`src/rtl/core/arrt_pkg.sv`:
```
// Shared types, codes and helpers for the address region reservation table.
// Used by every module under rtl/core; depends on nothing.
`default_nettype none
package arrt_pkg;

    localparam int MAX_REGIONS = 64;
    localparam int IDX_W       = $clog2(MAX_REGIONS);
    localparam int CNT_W       = IDX_W + 1;

    // operation codes
    localparam logic [2:0] KIND_ALLOC   = 3'd0;
    localparam logic [2:0] KIND_RESERVE = 3'd1;
    localparam logic [2:0] KIND_QUERY   = 3'd2;
    localparam logic [2:0] KIND_FIND    = 3'd3;
    localparam logic [2:0] KIND_RELEASE = 3'd4;

    // result status codes
    localparam logic [2:0] ST_OK       = 3'd0;
    localparam logic [2:0] ST_NOSPACE  = 3'd1;
    localparam logic [2:0] ST_OVERLAP  = 3'd2;
    localparam logic [2:0] ST_NOTFOUND = 3'd3;
    localparam logic [2:0] ST_FULL     = 3'd4;

    // configuration register indexes
    localparam logic [1:0] CFG_FIRST = 2'd0;
    localparam logic [1:0] CFG_LIMIT = 2'd1;
    localparam logic [1:0] CFG_GRAN  = 2'd2;

    localparam logic [32:0] SPACE_TOP = 33'h1_0000_0000;

    typedef struct packed {
        logic [2:0]  kind;
        logic [31:0] address;
        logic [31:0] length;
        logic [4:0]  align_log2;
    } arrt_in_t;

    typedef struct packed {
        logic [2:0]  status;
        logic        is_reserved;
        logic [31:0] region_start;
        logic [32:0] region_length;
    } arrt_out_t;

    typedef struct packed {
        logic [31:0] start;
        logic [31:0] length;
    } arrt_entry_t;

    // compare unit results
    typedef struct packed {
        logic        s_ge_key;
        logic        gap_ok;
        logic        s_le_key;
        logic        s_eq_key;
        logic        s_lt_kend;
        logic        key_lt_end;
        logic        kend_le_end;
        logic [32:0] e_end;
        logic [33:0] end_aligned;
        logic [34:0] kend;
    } arrt_cmp_t;

    function automatic logic [33:0] round_to_align(input logic [33:0] v, input logic [4:0] lg);
        logic [33:0] m;
        m = (34'd1 << lg) - 34'd1;
        return (v + m) & ~m;
    endfunction

endpackage
`default_nettype wire

```
`src/rtl/core/arrt_table.sv`:
```
// Region table storage: one write port, one registered read port.
// Depends on arrt_pkg.
`default_nettype none
module arrt_table
    import arrt_pkg::*;
(
    input  wire logic              clk,
    input  wire logic              wr_en,
    input  wire logic [IDX_W-1:0]  wr_addr,
    input  wire arrt_entry_t       wr_data,
    input  wire logic [IDX_W-1:0]  rd_addr,
    output arrt_entry_t            rd_data
);

    arrt_entry_t mem [MAX_REGIONS];

    // write one entry, read one entry per cycle
    always_ff @(posedge clk)
    begin
        if (wr_en)
        begin
            mem[wr_addr] <= wr_data;
        end
        rd_data <= mem[rd_addr];
    end

endmodule
`default_nettype wire

```
`config.mk`:
```
export PLATFORM = sky130hd
export DESIGN_NAME = arrt_table
export DESIGN_NICKNAME = d
export VERILOG_FILES = /design/src/rtl/core/arrt_pkg.sv /design/src/rtl/core/arrt_table.sv
export SDC_FILE = /design/constraint.sdc
export NUM_CORES = 2
export LEC_CHECK = 0
export BUFFER_PORTS_ARGS = -buffer_cell sky130_fd_sc_hd__buf_2
export CELL_PAD_IN_SITES_DETAIL_PLACEMENT = 2
export CELL_PAD_IN_SITES_GLOBAL_PLACEMENT = 2
export CORE_MARGIN = 5
export CORE_UTILIZATION = 51
export CTS_BUF_LIST = sky130_fd_sc_hd__clkbuf_16
export CTS_CLUSTER_SIZE = 25
export DETAILED_ROUTE_END_ITERATION = 10
export PLACE_DENSITY_LB_ADDON = 0.1
export SETUP_SLACK_MARGIN = 0.1
export SLEW_MARGIN = 20
export SYNTH_ARGS = -nofsm -noshare
export SYNTH_HDL_FRONTEND = slang
export SYNTH_SLANG_ARGS = --single-unit
```
`constraint.sdc`:
```
create_clock -name clk -period 8 [get_ports clk]
set_input_delay 1.2 -clock clk [delete_from_list [all_inputs] [get_ports clk]]
set_output_delay 1.2 -clock clk [all_outputs]
set_load 0.03 [all_outputs]
```
==> results of run 1 <==
through the flow:
step	setup WS (ns)	hold slack, ns
after floorplan	1.36	0.788
after global placement	3.19	0.819
logic make-up after synthesis:
| logic type | synth area share |
|---|---|
| compound gates | 0.0248 |
| buf+inv | 0.0118 |
| flops | 0.795 |
| mux | 0.156 |
| simple gates | 0.0124 |
==> results.sh, run 1 <==
export IMPL_port_buffers=141
export IMPL_status="stopped before the end"
export IMPL_synth_edf_count=4096
export IMPL_synth_most_common_cell="edfxtp_1"
export IMPL_synthTopCellsByCount="edfxtp_1 (4096), mux4_2 (1024), buf_2 (170)"
export IMPL_hpwl_um=309000
export IMPL_synth_seq_cells=4160
export IMPL_synthDistinctLibCells=33
export IMPL_rows=203
export IMPL_routabilityCongestion=0.757
export IMPL_synth_area_um2=156000
export IMPL_synth_seq_area_share=0.795
export IMPL_avgSynthCellArea_um2=23.7
export IMPL_die_h_um=564
export IMPL_syn_nets=6676
export IMPL_first_error="[ERROR DPL-0033] detailed placement checks failed during check placement."
export IMPL_synth_top_area_cell="edfxtp_1"
export IMPL_synthFlopType="edfxtp_1"
export IMPL_ios=142
export IMPL_postSynthCellCount=6598
export IMPL_synth_top_area_share=0.787
export IMPL_netlist_top_cells_area="edfxtp_1 (79%), mux4_2 (15%), mux2i_1 (0.86%), dfxtp_1 (0.82%), a22oi_1 (0.81%)"
export IMPL_start_util=0.512
export IMPL_die_w_um=564
export IMPL_haltStage="detailed placement (3_5_place_dp)"
export IMPL_yosys_warnings=0
export IMPL_async_flop_share=0
==> run 2: changes to the inputs <==
CELL_PAD_IN_SITES_DETAIL_PLACEMENT = not set   (was 2)
CELL_PAD_IN_SITES_GLOBAL_PLACEMENT = not set   (was 2)
CORE_UTILIZATION = 40   (was 51)
CTS_BUF_LIST = not set   (was sky130_fd_sc_hd__clkbuf_16)
CTS_CLUSTER_SIZE = not set   (was 25)
PLACE_DENSITY_LB_ADDON = 0.15   (was 0.1)
SETUP_SLACK_MARGIN = not set   (was 0.1)
==> run 2 against run 1 <==
Compared with the run above:
- the flow now finishes without violations
- area after synthesis stayed put
- synthesized cell count stayed put
==> results.sh, run 2 <==
export IMPL_status="finished, final reports clean"
export IMPL_start_util=0.402
export IMPL_cp_end_kind="register"
export IMPL_cts_root_buf="clkbuf_16"
export IMPL_synth_seq_area_share=0.795
export IMPL_avgSynthCellArea_um2=23.7
export IMPL_synth_seq_cells=4160
export IMPL_worst_slew_pin_slew_ns=1.17
export IMPL_p_per_area_nw_per_um2=259
export IMPL_drt_iter0_markers=8512
export IMPL_postSynthCellCount=6598
export IMPL_vias=74700
export IMPL_post_cts_buffers=0
export IMPL_clk_latency_ns=0.97
export IMPL_critPathBufInv=2
export IMPL_area_growth_pct=14.3
export IMPL_slowest_stage="nor2b_4"
export IMPL_first_pass_iters=5
export IMPL_cp_arrival_ns=4.66
export IMPL_synth_top_area_share=0.787
export IMPL_dpl_cell_area_um2=164000
export IMPL_ctsHoldBuffers=0
export IMPL_die_w_um=635
export IMPL_synth_edf_count=4096
export IMPL_design_die_area_um2=403000
export IMPL_routabilityCongestion=0.752
export IMPL_slowest_delay_ns=1.07
export IMPL_setup_viol=0
export IMPL_fin_nets=7112
export IMPL_clk_pin_slew_worst_paths_ns=0.06
export IMPL_drt_wirelength_per_cell_um=36.3
export IMPL_crit_type="input pin to register"
export IMPL_rows=229
export IMPL_skew_ns=0.0311
export IMPL_slew_viol_final=0
export IMPL_yosys_warnings=0
export IMPL_rsz0062_at_grt="false"
export IMPL_post_route_period_util=0.484
export IMPL_async_flop_share=0
export IMPL_crit_chain="buf_2, nor2b_4, buf_4, a22oi_1, and3_1, a211oi_1"
export IMPL_critical_path_top_delay_family="simple AND/OR/NAND/NOR gates"
export IMPL_antenna_left=0
export IMPL_antenna_found_initial=37
export IMPL_ios=142
export IMPL_hpwl_um=243000
export IMPL_cts_resized=0
export IMPL_max_freq_ghz=0.258
export IMPL_synth_most_common_cell="edfxtp_1"
export IMPL_synthDistinctLibCells=33
export IMPL_largest_registers="mem: 4096 flops, rd_data: 64 flops"
export IMPL_largest_register="mem"
export IMPL_grt_pass1_vias=76500
export IMPL_drive_gt1_frac=0.287
export IMPL_critPathMaxFanout=25
export IMPL_grt_use_total=0.224
export IMPL_vias_per_cell=5.92
export IMPL_hold_viol_final=0
export IMPL_synthFlopType="edfxtp_1"
export IMPL_slew_headroom=0.217
export IMPL_htreeDepth=5
export IMPL_cp_start_kind="input pin"
export IMPL_remaining_drc_errors=0
export IMPL_synth_top_area_cell="edfxtp_1"
export IMPL_cts_buffer_depth=4
export IMPL_fin_crit_ns=3.87
export IMPL_hp_class="input pin to register"
export IMPL_synth_area_um2=156000
export IMPL_grt_max_degree=116
export IMPL_design_power_total_w=0.0464
export IMPL_die_h_um=635
export IMPL_grt_pass1_wl_um=636000
export IMPL_final_common_cell="edfxtp_1"
export IMPL_setup_tns_ns=0
export IMPL_ir_worst_vdd_mv=0.201
export IMPL_netlist_top_cells_area="edfxtp_1 (79%), mux4_2 (15%), mux2i_1 (0.86%), dfxtp_1 (0.82%), a22oi_1 (0.81%)"
export IMPL_drt_total_wl_um=458000
export IMPL_cts_buffers=441
export IMPL_final_cell_mix="edfxtp_1 (4096), mux4_2 (1024), clkbuf_16 (447), buf_4 (216), a22oi_1 (168)"
export IMPL_cts_tree="yes"
export IMPL_power_leakage_nw=55.4
export IMPL_overflow=0
export IMPL_clock_sinks=4160
export IMPL_required_ns=8.79
export IMPL_port_buffers=141
export IMPL_maxCapViolations=0
export IMPL_synthTopCellsByCount="edfxtp_1 (4096), mux4_2 (1024), buf_2 (170)"
export IMPL_syn_nets=6676
export IMPL_largest_reg_flops=4096
export IMPL_design_area_um2=179000
export IMPL_coreArea_um2=389000
run 2: cell counts after synthesis:
No cell type changed its count.
run 2: cell families (layout without fill, tap and decap cells):
logic type,after synthesis,count (layout),share of synthesized area
muxes,1159,1159,0.156
DFF,4160,4160,0.795
other,0,15,0
and+or+nand+nor,386,386,0.0124
buffers and inverters,389,1199,0.0118
AOI/OAI and AO/OA,504,504,0.0248
run 2: final timing paths:
kind | from | end | slack, ns | depth (start not counted)
min | wr_data[10] | mem[61][10]$_DFFE_PP_ | 0.65 | 1
max | rd_addr[3] | rd_data[17]$_DFF_P_ | 4.13 | 6
min reg2reg | mem[46][46]$_DFFE_PP_ | rd_data[46]$_DFF_P_ | 0.83 | 4
max reg2reg | mem[13][34]$_DFFE_PP_ | rd_data[34]$_DFF_P_ | 5.82 | 5
run 2: power breakdown:
part	switching (W)	leakage [nW]	internal (W)
clock network	0.00842	6.95	0.0115
registers	0.000130	37.4	0.0241
logic	0.00140	11.1	0.000754
total	0.00994	55.4	0.0364
run 2: layout make-up:
cell class	instances	area, um2
diodes	15	37.5
repair buffers	363	2950
fillers	32400	210000
inverters	19	71.3
well taps	5197	6500
flip-flops and latches	4160	124000
clock buffers	576	11900
multi-input cells	2049	30800
clock inverters	241	2190
run 2: metrics by stage:
step / hold WS (ns) / cells / setup slack (ns) / util
after CTS: 0.786 / 12600 / 4.14 / 0.459
after global placement: 0.816 / 11800 / 3.15 / 0.422
after detailed placement: 0.824 / 11800 / 3.12 / 0.422
after floorplan: 0.788 / 6598 / 1.36 / -
after global routing: 0.604 / 12600 / 4.09 / 0.459
final: 0.649 / 12600 / 4.13 / 0.459
run 2: layer usage:
metal  vias to the layer above  global-route usage  share of wire
met5                         -                   0        0.00011
met4                         8              0.0565          0.026
met3                       654              0.0290          0.059
met2                      2602               0.366           0.49
met1                     42000               0.320           0.43
li1                      29500                   -              -
run 2: worst register-to-register path, stage by stage (launching register included):
cell and delay, ns:
edfxtp_1 0.36, mux4_2 0.48, nor2b_1 0.14, a211oi_1 0.61, o22ai_1 0.28, and3_1 0.21
Power figures use the tool's default switching activity.
