--- src/rtl/core/arrt_pkg.sv ---
// Shared types, codes and helpers for the address region reservation table.
// Used by every module under rtl/core; depends on nothing.
`default_nettype none
package arrt_pkg;

    localparam int MAX_REGIONS = 64;
    localparam int IDX_W       = $clog2(MAX_REGIONS);
    localparam int CNT_W       = IDX_W + 1;

    // operation codes
    localparam logic [2:0] KIND_ALLOC   = 3'd0;
    localparam logic [2:0] KIND_RESERVE = 3'd1;
    localparam logic [2:0] KIND_QUERY   = 3'd2;
    localparam logic [2:0] KIND_FIND    = 3'd3;
    localparam logic [2:0] KIND_RELEASE = 3'd4;

    // result status codes
    localparam logic [2:0] ST_OK       = 3'd0;
    localparam logic [2:0] ST_NOSPACE  = 3'd1;
    localparam logic [2:0] ST_OVERLAP  = 3'd2;
    localparam logic [2:0] ST_NOTFOUND = 3'd3;
    localparam logic [2:0] ST_FULL     = 3'd4;

    // configuration register indexes
    localparam logic [1:0] CFG_FIRST = 2'd0;
    localparam logic [1:0] CFG_LIMIT = 2'd1;
    localparam logic [1:0] CFG_GRAN  = 2'd2;

    localparam logic [32:0] SPACE_TOP = 33'h1_0000_0000;

    typedef struct packed {
        logic [2:0]  kind;
        logic [31:0] address;
        logic [31:0] length;
        logic [4:0]  align_log2;
    } arrt_in_t;

    typedef struct packed {
        logic [2:0]  status;
        logic        is_reserved;
        logic [31:0] region_start;
        logic [32:0] region_length;
    } arrt_out_t;

    typedef struct packed {
        logic [31:0] start;
        logic [31:0] length;
    } arrt_entry_t;

    // compare unit results
    typedef struct packed {
        logic        s_ge_key;
        logic        gap_ok;
        logic        s_le_key;
        logic        s_eq_key;
        logic        s_lt_kend;
        logic        key_lt_end;
        logic        kend_le_end;
        logic [32:0] e_end;
        logic [33:0] end_aligned;
        logic [34:0] kend;
    } arrt_cmp_t;

    function automatic logic [33:0] round_to_align(input logic [33:0] v, input logic [4:0] lg);
        logic [33:0] m;
        m = (34'd1 << lg) - 34'd1;
        return (v + m) & ~m;
    endfunction

endpackage
`default_nettype wire

--- src/rtl/core/arrt_cmp_unit.sv ---
// Shared compare/add unit: checks one table entry against a key range.
// Depends on arrt_pkg.
`default_nettype none
module arrt_cmp_unit
    import arrt_pkg::*;
(
    input  wire arrt_entry_t  entry,
    input  wire logic [33:0]  key,
    input  wire logic [31:0]  klen,
    input  wire logic [4:0]   lg,
    output arrt_cmp_t         res
);

    logic [33:0] s_x;

    assign s_x = {2'b00, entry.start};

    // form the entry end, the key end and all orderings between them
    always_comb
    begin
        res.e_end       = {1'b0, entry.start} + {1'b0, entry.length};
        res.kend        = {1'b0, key} + {3'b000, klen};
        res.end_aligned = round_to_align({1'b0, res.e_end}, lg);
        res.s_ge_key    = (s_x >= key);
        res.gap_ok      = (s_x >= key) && (res.kend <= {1'b0, s_x});
        res.s_le_key    = (s_x <= key);
        res.s_eq_key    = (s_x == key);
        res.s_lt_kend   = ({1'b0, s_x} < res.kend);
        res.key_lt_end  = (key < {1'b0, res.e_end});
        res.kend_le_end = (res.kend <= {2'b00, res.e_end});
    end

endmodule
`default_nettype wire

--- config.mk ---
export PLATFORM = sky130hd
export DESIGN_NAME = arrt_cmp_unit
export DESIGN_NICKNAME = d
export VERILOG_FILES = /design/src/rtl/core/arrt_pkg.sv /design/src/rtl/core/arrt_cmp_unit.sv
export SDC_FILE = /design/constraint.sdc
export NUM_CORES = 1
export LEC_CHECK = 0
export ABC_CLOCK_PERIOD_IN_PS = 5000
export BUFFER_PORTS_ARGS = -buffer_cell sky130_fd_sc_hd__buf_2
export CAP_MARGIN = 10
export CORE_MARGIN = 5
export CORE_UTILIZATION = 30
export DETAILED_ROUTE_END_ITERATION = 10
export PLACE_DENSITY = 0.55
export RECOVER_POWER = 100
export SETUP_SLACK_MARGIN = 0.3
export SKIP_LAST_GASP = 1
export SLEW_MARGIN = 10
export SYNTH_ARGS = -nofsm -noshare
export SYNTH_HDL_FRONTEND = slang
export SYNTH_SLANG_ARGS = --single-unit
--- constraint.sdc ---
create_clock -name vclk -period 5
set_input_delay 0.5 -clock vclk [all_inputs]
set_output_delay 0.5 -clock vclk [all_outputs]
set_load 0.05 [all_outputs]
==> results of run 1 <==
metrics by stage:
| stage | setup WS (ns) | power, W |
|---|---|---|
| global route | -0.294 | 0.00444 |
| detailed placement | -0.413 | 0.00368 |
| CTS | -0.0969 | 0.00399 |
| global placement | -0.437 | 0.00364 |
| floorplan | -0.232 | 0.00241 |
| finish | -0.0733 | 0.00410 |
what timing repair did:
| item | in CTS | in global routing |
|---|---|---|
| gates resized for setup | 147 | 79 |
| endpoints found under the hold margin | 0 | 0 |
| buffers inserted | 19 | 13 |
| pin swaps | 109 | 93 |
| setup endpoints to repair | 25 | 28 |
synthesized netlist by cell type, drive strengths merged (6+ instances only):
cell type  number
ha            226
inv           116
a21oi         104
a21o           99
nor2           82
o21ai          74
nand2          50
xnor2          50
xor2           47
nand3          30
nand4          29
nor3           26
clkbuf         23
nor2b          21
nand2b         20
o21a           18
o21bai         16
a211oi         14
and3           12
o211ai         12
a31oi          11
and2           11
or3             8
a221oi          7
or2             7
a2111oi         6
worst max-delay path by stage:
stage              end  slack [ns]
4_1_cts        res[65]        -0.1
3_5_place_dp   res[66]       -0.41
5_1_grt        res[67]       -0.29
6_report       res[66]       -0.07
2_1_floorplan  res[67]       -0.23
3_3_place_gp   res[66]       -0.44
final cells by class:
class	count	area [sq um]
Fill cell	2858	14100
Inverter	117	442
Timing Repair Buffer	588	3940
Tap cell	384	480
Antenna cell	6	15.0
Multi-Input combinational cell	1058	9590
kinds of logic (layout without fill, tap and decap cells):
group	after synthesis	after routing	synth area share
fa+ha+maj	229	229	0.334
buf+inv	142	705	0.0617
compound gates	415	415	0.320
other cells	1	8	0.000434
xor+xnor	97	97	0.0983
simple gates	314	314	0.185
mux	1	1	0.00116
power breakdown:
group	total, W	internal [W]	switching, W
Sequential	0	0	0
Clock	0.000000000161	0.000000000161	0
Combinational	0.00410	0.00172	0.00239
metal layers:
metal  global-route usage  up-vias  routed length (um)
met3               0.0115       46                1230
met4               0.0457        0                1090
met2                0.382      275               17600
li1                     -     5582                   -
met1                0.290     5087               17300
met5                    0        -                   0
worst max-delay path, stage by stage:
cell and delay, ns:
buf_8 0.10, ha_4 0.15, inv_2 0.06, fa_2 0.21, nor2b_2 0.05, o31a_1 0.32, o21ai_2 0.16, a21boi_4 0.23
nand3_2 0.08, a221o_1 0.34, o31a_1 0.32, and4b_2 0.26, or4_4 0.54, ha_4 0.27, a21o_1 0.20, a21oi_4 0.15
a21oi_2 0.08, nor2_2 0.13, buf_6 0.13, xnor2_4 0.11, buf_6 0.17
==> metrics, run 1 <==
register area share after synthesis 0; vias in the first global route 11000; Hold Fails Final Rpt 0; I/O Buffers 244; fin crit period 5.07 ns; number of sequential cells 0; Final Net Count 2129; remaining global-route overflow 0; WHS Endpoint res[103]; hold-fix buffers at CTS 0; RSZ-0062 raised after global routing true; vias 11000; Die X-Extent 180 um; CP Data Required Time 4.50 ns; Slew headroom 0.436; share of cells above drive strength 1 0.404; Post-DP HPWL 33.0 mm; Worst setup SP type input pin; CORE AREA 28500 sq um; most frequent cells in the layout buf_4 (332), ha_1 (205), buf_2 (135); Yosys top cell area share 0.327; WP data arrival 4.57 ns; Avg Vias per Cell 5.10; min-delay src key[33]; Placed Cells 2115; worst ir drop on vdd 0.000115 V; Setup-failing EPs final 4; CLK BUF 0; Synth Warn # 0; Die H 180 um; commonest non-fill, non-tap cell in the layout buf_4; CP Launch Point entry[0]; LEAKAGE 7.45 nW; final worst path period share 1.01; Post-DP Area 13400 sq um; GP Congestion 0.943; Avg Cell Area, Syn 7.21 sq um; Initial Utilization 0.303; routed length per placed instance 17.3 um; Pre-antenna DRT Iters 5; hold crit path type in -> out; sequential cell area 0 sq um; Layout Area Growth over Synthesis 67.4%; Post-Synthesis Cells 1199; number of I/O pins 244; synthesized area 8640 sq um; largest net degree at the start of global routing 27; status finished, violations left; Hold WS 1.46 ns; post-layout util 0.507; total track usage 0.216; post-synthesis cell type count 69; Max Cap Violations 0; final setup margin -0.0733 ns; Yosys top cell by area ha_1; Rows 62; Max Freq 197 MHz; post-route ant nets 0; Post-Layout Inst Area 14500 sq um; Die ar. 32300 sq um; drt first-iter violations 495; worst-path maximum fanout 4; critical path class in -> out; DRC violations left 0; initial antenna violation count 6; setup TNS -0.232 ns; violated checks negative setup slack; Worst Setup End Kind output pin; fin cells 2153; WL final 37.2 mm; worst slew pin tran 0.838 ns; synth top area cells ha_1 (33%), a21o_1 (8.6%), a21oi_1 (6.0%); total power divided by cell area 284 nW/um^2; WHS Path Cells 3; Slew Limit Fails 0; first-pass GRT wire length 57.8 mm
(Power assumes the default switching activity.)
==> inputs of run 2 (changes only) <==
--- a/config.mk
+++ b/config.mk
@@ -8,10 +8,13 @@
 export ABC_CLOCK_PERIOD_IN_PS = 5000
 export BUFFER_PORTS_ARGS = -buffer_cell sky130_fd_sc_hd__buf_2
 export CAP_MARGIN = 10
+export CELL_PAD_IN_SITES_DETAIL_PLACEMENT = 1
+export CELL_PAD_IN_SITES_GLOBAL_PLACEMENT = 2
+export CORE_ASPECT_RATIO = 1.25
 export CORE_MARGIN = 5
-export CORE_UTILIZATION = 30
+export CORE_UTILIZATION = 27
 export DETAILED_ROUTE_END_ITERATION = 10
-export PLACE_DENSITY = 0.55
+export PLACE_DENSITY = 0.82
 export RECOVER_POWER = 100
 export SETUP_SLACK_MARGIN = 0.3
 export SKIP_LAST_GASP = 1
==> run 2 against run 1 <==
The flow still finishes with violations (negative setup slack). Largest cell class unchanged. Sequential cell count unchanged. Sequential share of layout area unchanged. Critical endpoint is now res[67]. Highest routed layer is now met5. Global-route usage up 0.89 points. Worst hold slack better by 0.012 ns.
==> metrics, run 2 (synthesized netlist as in run 1, its figures left out) <==
I/O Buffers 244 (unchanged); CLK BUF 0 (unchanged); LEAKAGE 7.66 nW (+2.8%); sequential cell area 0 sq um (unchanged); clock power share 0 (unchanged); FILL cells 3936 (+38%); drt first-iter violations 343 (-31%); critical path class in -> out; WHS Path Cells 3 (unchanged); Max Freq 192 MHz (-2.6%); post-layout util 0.467 (-0.0395); status finished, violations left; WL final 43.1 mm (+16%); Die ar. 35700 sq um (+11%); Worst Setup End Kind output pin; power share of the combinational group 1.000 (about the same); final setup margin -0.207 ns (-0.134 ns); first-pass GRT wire length 64.6 mm (+12%); Setup-failing EPs final 17 (+13); hold crit path type in -> out; Most common cell on crit path buf_6; Slew headroom 0.478 (+0.0417); Global Route met2 Usage 0.435 (+0.0527); Crit path depth 25 (+19%); share of cells above drive strength 1 0.435 (+0.0307); most frequent cells in the layout buf_4 (337), ha_1 (202), buf_2 (172); largest net degree at the start of global routing 27 (unchanged); WHS Endpoint res[103]; Reg power frac 0 (unchanged); worst ir drop on vdd 0.000243 V (+110%); routed length per placed instance 19.7 um (+14%); WP data arrival 4.71 ns (+0.14 ns); vias 11400 (+3.4%); final worst path period share 1.04 (+0.0268); hold-fix buffers at CTS 0 (unchanged); remaining global-route overflow 0 (unchanged); Initial Utilization 0.273 (-0.0301); critical path buffer and inverter count 7 (+3); Die X-Extent 170 um (-5.4%); violated checks negative setup slack; Worst setup SP type input pin; commonest non-fill, non-tap cell in the layout buf_4; Pre-antenna DRT Iters 5 (unchanged); Multi-input gate area 9770 sq um (+1.9%); worst slew pin tran 0.763 ns (-0.0751 ns); CP Data Required Time 4.50 ns (about the same); Post-DP Area 13400 sq um (about the same); Net Sw Power 0.00250 W (+4.6%); max incr delay on CP 0.36 ns (-0.18 ns); switch share 0.581 (-0.000648); Layout Area Growth over Synthesis 71.4%; worst-path maximum fanout 3 (-1); vias in the first global route 12200 (+11%); Top Family by Delay on Critical Path compound AO/OA/AOI/OAI gates; GP Congestion 0.922 (-2.2%); Final Net Count 2138 (+0.42%); CP max-delay cell a221oi_4; min-delay src key[33]; grt peak-use layer met2; met3 usage 0.0390 (+0.0275); Internal Power 0.00180 W (+4.9%); post-route ant nets 0 (unchanged); Rows 73 (+18%); fin crit period 5.21 ns (+0.134 ns); Avg Vias per Cell 5.20 (+1.9%); total power divided by cell area 290 nW/um^2 (+2.3%); number of I/O pins 244 (unchanged); Post-Layout Inst Area 14800 sq um (+2.4%); RSZ-0062 raised after global routing true; total track usage 0.225 (+0.00886); Die H 210 um (+17%); number of sequential cells 0 (unchanged); Slew Limit Fails 0 (unchanged); Max Cap Violations 0 (unchanged); GR Util met1 0.252 (-0.0380); DRC violations left 0 (unchanged); Post-DP HPWL 37.7 mm (+14%); CORE AREA 31700 sq um (+11%); Hold Fails Final Rpt 0 (unchanged); initial antenna violation count 11 (+5); CP Launch Point entry[32]
==> run 2: cell types whose count changed in the layout (fill, tap and decap cells not counted), moves of 4 or more <==
cell / change
clkbuf_1: -38
buf_6: +6
a21oi_2: -4
a21oi_1: +4
buf_2: +37
ha_4: +5
diode_2: -5
buf_4: +5
==> run 2: cell type report <==
| cell class | instances | share of cell area |
|---|---|---|
| inverters | 117 | 0.0297 |
| multi-input cells | 1058 | 0.659 |
| repair buffers | 597 | 0.276 |
| well taps | 412 | 0.0348 |
| diodes | 1 | 0.000169 |
==> run 2: timing repair <==
item	in CTS	in global routing
pin swaps	93	79
setup endpoints to repair	23	28
buffers inserted	22	27
resized for setup	141	100
==> run 2: metal layers <==
metal | up-vias | share of wire
met5 | - | 0.0030
met2 | 274 | 0.53
met3 | 80 | 0.048
met4 | 20 | 0.028
li1 | 5560 | -
met1 | 5431 | 0.39
==> run 2: power groups by stage <==
stage	Clock [W]	Combinational, W	Sequential, W
after floorplan	0	0.00241	0
after global placement	0	0.00370	0
after detailed placement	0	0.00378	0
after CTS	0	0.00410	0
after global routing	0	0.00461	0
final	0.0000000000268	0.00430	0
==> run 2: worst max path at each step <==
stage,to,slack (ns)
after floorplan,res[67],-0.23
after global placement,res[107],-0.46
after detailed placement,res[107],-0.45
after CTS,res[107],-0.21
after global routing,res[67],-0.43
final,res[67],-0.21
==> run 2: stage by stage <==
stage	std cells	worst slack (ns)	hold slack (ns)	TNS, ns	total power [W]
floorplan	1200	-0.232	1.21	-1.51	0.00241
global route	2184	-0.432	1.49	-5.31	0.00461
CTS	2157	-0.212	1.47	-0.735	0.00410
global placement	2135	-0.465	1.47	-4.31	0.00370
detailed placement	2135	-0.451	1.47	-4.38	0.00378
finish	2185	-0.207	1.47	-1.90	0.00430
==> inputs of run 3 (changes only) <==
--- a/config.mk
+++ b/config.mk
@@ -5,7 +5,6 @@
 export SDC_FILE = /design/constraint.sdc
 export NUM_CORES = 1
 export LEC_CHECK = 0
-export ABC_CLOCK_PERIOD_IN_PS = 5000
 export BUFFER_PORTS_ARGS = -buffer_cell sky130_fd_sc_hd__buf_2
 export CAP_MARGIN = 10
 export CELL_PAD_IN_SITES_DETAIL_PLACEMENT = 1
@@ -16,7 +15,6 @@
 export DETAILED_ROUTE_END_ITERATION = 10
 export PLACE_DENSITY = 0.82
 export RECOVER_POWER = 100
-export SETUP_SLACK_MARGIN = 0.3
 export SKIP_LAST_GASP = 1
 export SLEW_MARGIN = 10
 export SYNTH_ARGS = -nofsm -noshare
==> run 3 against run 2 <==
The flow still finishes with violations (negative setup slack). Final cell count is essentially flat. Final area shrank 2.4%. Via count grew 0.74%. Non-clock buffer count is the same. Maximum frequency shrank 0.92%. Setup slack lost 0.048 ns. Critical path depth is the same. Total power shrank 3.5%. Utilization shrank 1.1 points. Combinational power shrank 3%. Worst hold slack lost 0.026 ns. Critical endpoint is now res[107]. Highest routed layer unchanged.
==> metrics, run 3 (synthesized netlist as in run 1, its figures left out) <==
post-route ant nets 0 (unchanged); Hold Fails Final Rpt 0 (unchanged); fin crit period 5.26 ns (+0.0481 ns); total track usage 0.225 (+0.000793); Setup-failing EPs final 14 (-3); Slew Limit Fails 0 (unchanged); worst slew pin tran 0.790 ns (+0.0262 ns); GP Congestion 0.934 (+1.2%); grt peak-use layer met2; Net Sw Power 0.00246 W (-1.4%); worst ir drop on vdd 0.000171 V (-30%); first-pass GRT wire length 65.3 mm (+1.1%); drt first-iter violations 472 (+38%); Avg Vias per Cell 5.24 (+0.69%); final worst path period share 1.05 (+0.00962); Initial Utilization 0.273 (unchanged); I/O Buffers 244 (unchanged); Final Net Count 2138 (unchanged); Global Route met2 Usage 0.428 (-0.00712); CORE AREA 31700 sq um (unchanged); Worst setup SP type input pin; switch share 0.594 (+0.0127); most frequent cells in the layout buf_4 (342), ha_1 (205), buf_2 (139); Max Freq 190 MHz (-0.92%); WL final 43.4 mm (+0.73%); Internal Power 0.00169 W (-6.4%); WP data arrival 4.76 ns (+0.05 ns); status finished, violations left; CP max-delay cell a211o_1; RSZ-0062 raised after global routing true; final setup margin -0.255 ns (-0.0481 ns); Reg power frac 0 (unchanged); DRC violations left 0 (unchanged); Layout Area Growth over Synthesis 67.2%; worst-path maximum fanout 3 (unchanged); total power divided by cell area 287 nW/um^2 (-1.1%); Worst Setup End Kind output pin; GR Util met1 0.253 (+0.000482); Pre-antenna DRT Iters 5 (unchanged); violated checks negative setup slack; Rows 73 (unchanged); largest net degree at the start of global routing 27 (unchanged); number of I/O pins 244 (unchanged); remaining global-route overflow 0 (unchanged); CP Data Required Time 4.50 ns (about the same); fin cells 2186 (+0.046%); CLK BUF 0 (unchanged); sequential cell area 0 sq um (unchanged); routed length per placed instance 19.9 um (+0.68%); clock power share 0 (unchanged); max incr delay on CP 0.34 ns (-0.02 ns); Die X-Extent 170 um (unchanged); Die ar. 35700 sq um (unchanged); Max Cap Violations 0 (unchanged); met3 usage 0.0370 (-0.00206); hold crit path type in -> out; LEAKAGE 7.45 nW (-2.7%); Post-Layout Inst Area 14500 sq um (-2.4%); Post-DP HPWL 37.2 mm (-1.3%); number of sequential cells 0 (unchanged); critical path class in -> out; Placed Cells 2132 (-0.14%); vias in the first global route 12500 (+2.6%); Slew headroom 0.460 (-0.0179); Die H 210 um (unchanged); commonest non-fill, non-tap cell in the layout buf_4; vias 11400 (+0.74%); power share of the combinational group 1.000 (about the same); share of cells above drive strength 1 0.402 (-0.0322); initial antenna violation count 11 (unchanged); Post-DP Area 13100 sq um (-2.2%)
==> run 3: per-layer routing <==
metal | wire, um | part of all wire
met1 | 16700 | 0.38
met2 | 22500 | 0.52
met3 | 2410 | 0.055
met4 | 1740 | 0.040
met5 | 120 | 0.0028
==> run 3: what timing repair did <==
action	in CTS	in global routing
pin swaps	94	82
endpoints found under the setup margin	18	24
gates resized for setup	117	101
buffers inserted	25	30
hold buffers	0	0
==> run 3: area by class of cell <==
type               instances  area, sq um
multi-input cells       1058         9530
fillers                 3980        17200
inverters                117          439
diodes                     2         5.00
repair buffers           597         3960
well taps                412          515
==> run 3: worst paths after layout <==
kind | startpoint | to | slack (ns) | cells past startpoint
max | key[0] | res[107] | -0.26 | 25
min | key[33] | res[103] | 1.45 | 3
==> run 3: power by group through the flow <==
stage | sequential, W | combinational, W | clock, W
detailed placement | 0 | 0.00369 | 0
finish | 0 | 0.00415 | 0.0000000000536
floorplan | 0 | 0.00234 | 0
global route | 0 | 0.00447 | 0.0000000000267
CTS | 0 | 0.00393 | 0
global placement | 0 | 0.00360 | 0
==> run 3: through the flow <==
step                setup slack, ns   util  power (W)  setup TNS (ns)  hold slack [ns]
finish                       -0.255  0.456    0.00415           -1.41             1.45
CTS                         -0.0991  0.437    0.00393          -0.239             1.43
floorplan                    -0.232      -    0.00234           -1.50             1.22
global placement             -0.425  0.414    0.00360           -4.94             1.46
detailed placement           -0.500  0.414    0.00369           -5.66             1.45
global route                 -0.462  0.456    0.00447           -4.41             1.46
==> run 3: critical path, delay by kind of cell <==
kind / cells / cell delay, ns
AO/OA/AOI/OAI: 11 / 2.23
adder cells (fa/ha/maj): 3 / 0.62
buffers and inverters: 6 / 0.78
AND/OR/NAND/NOR: 4 / 0.44
XOR/XNOR: 1 / 0.17
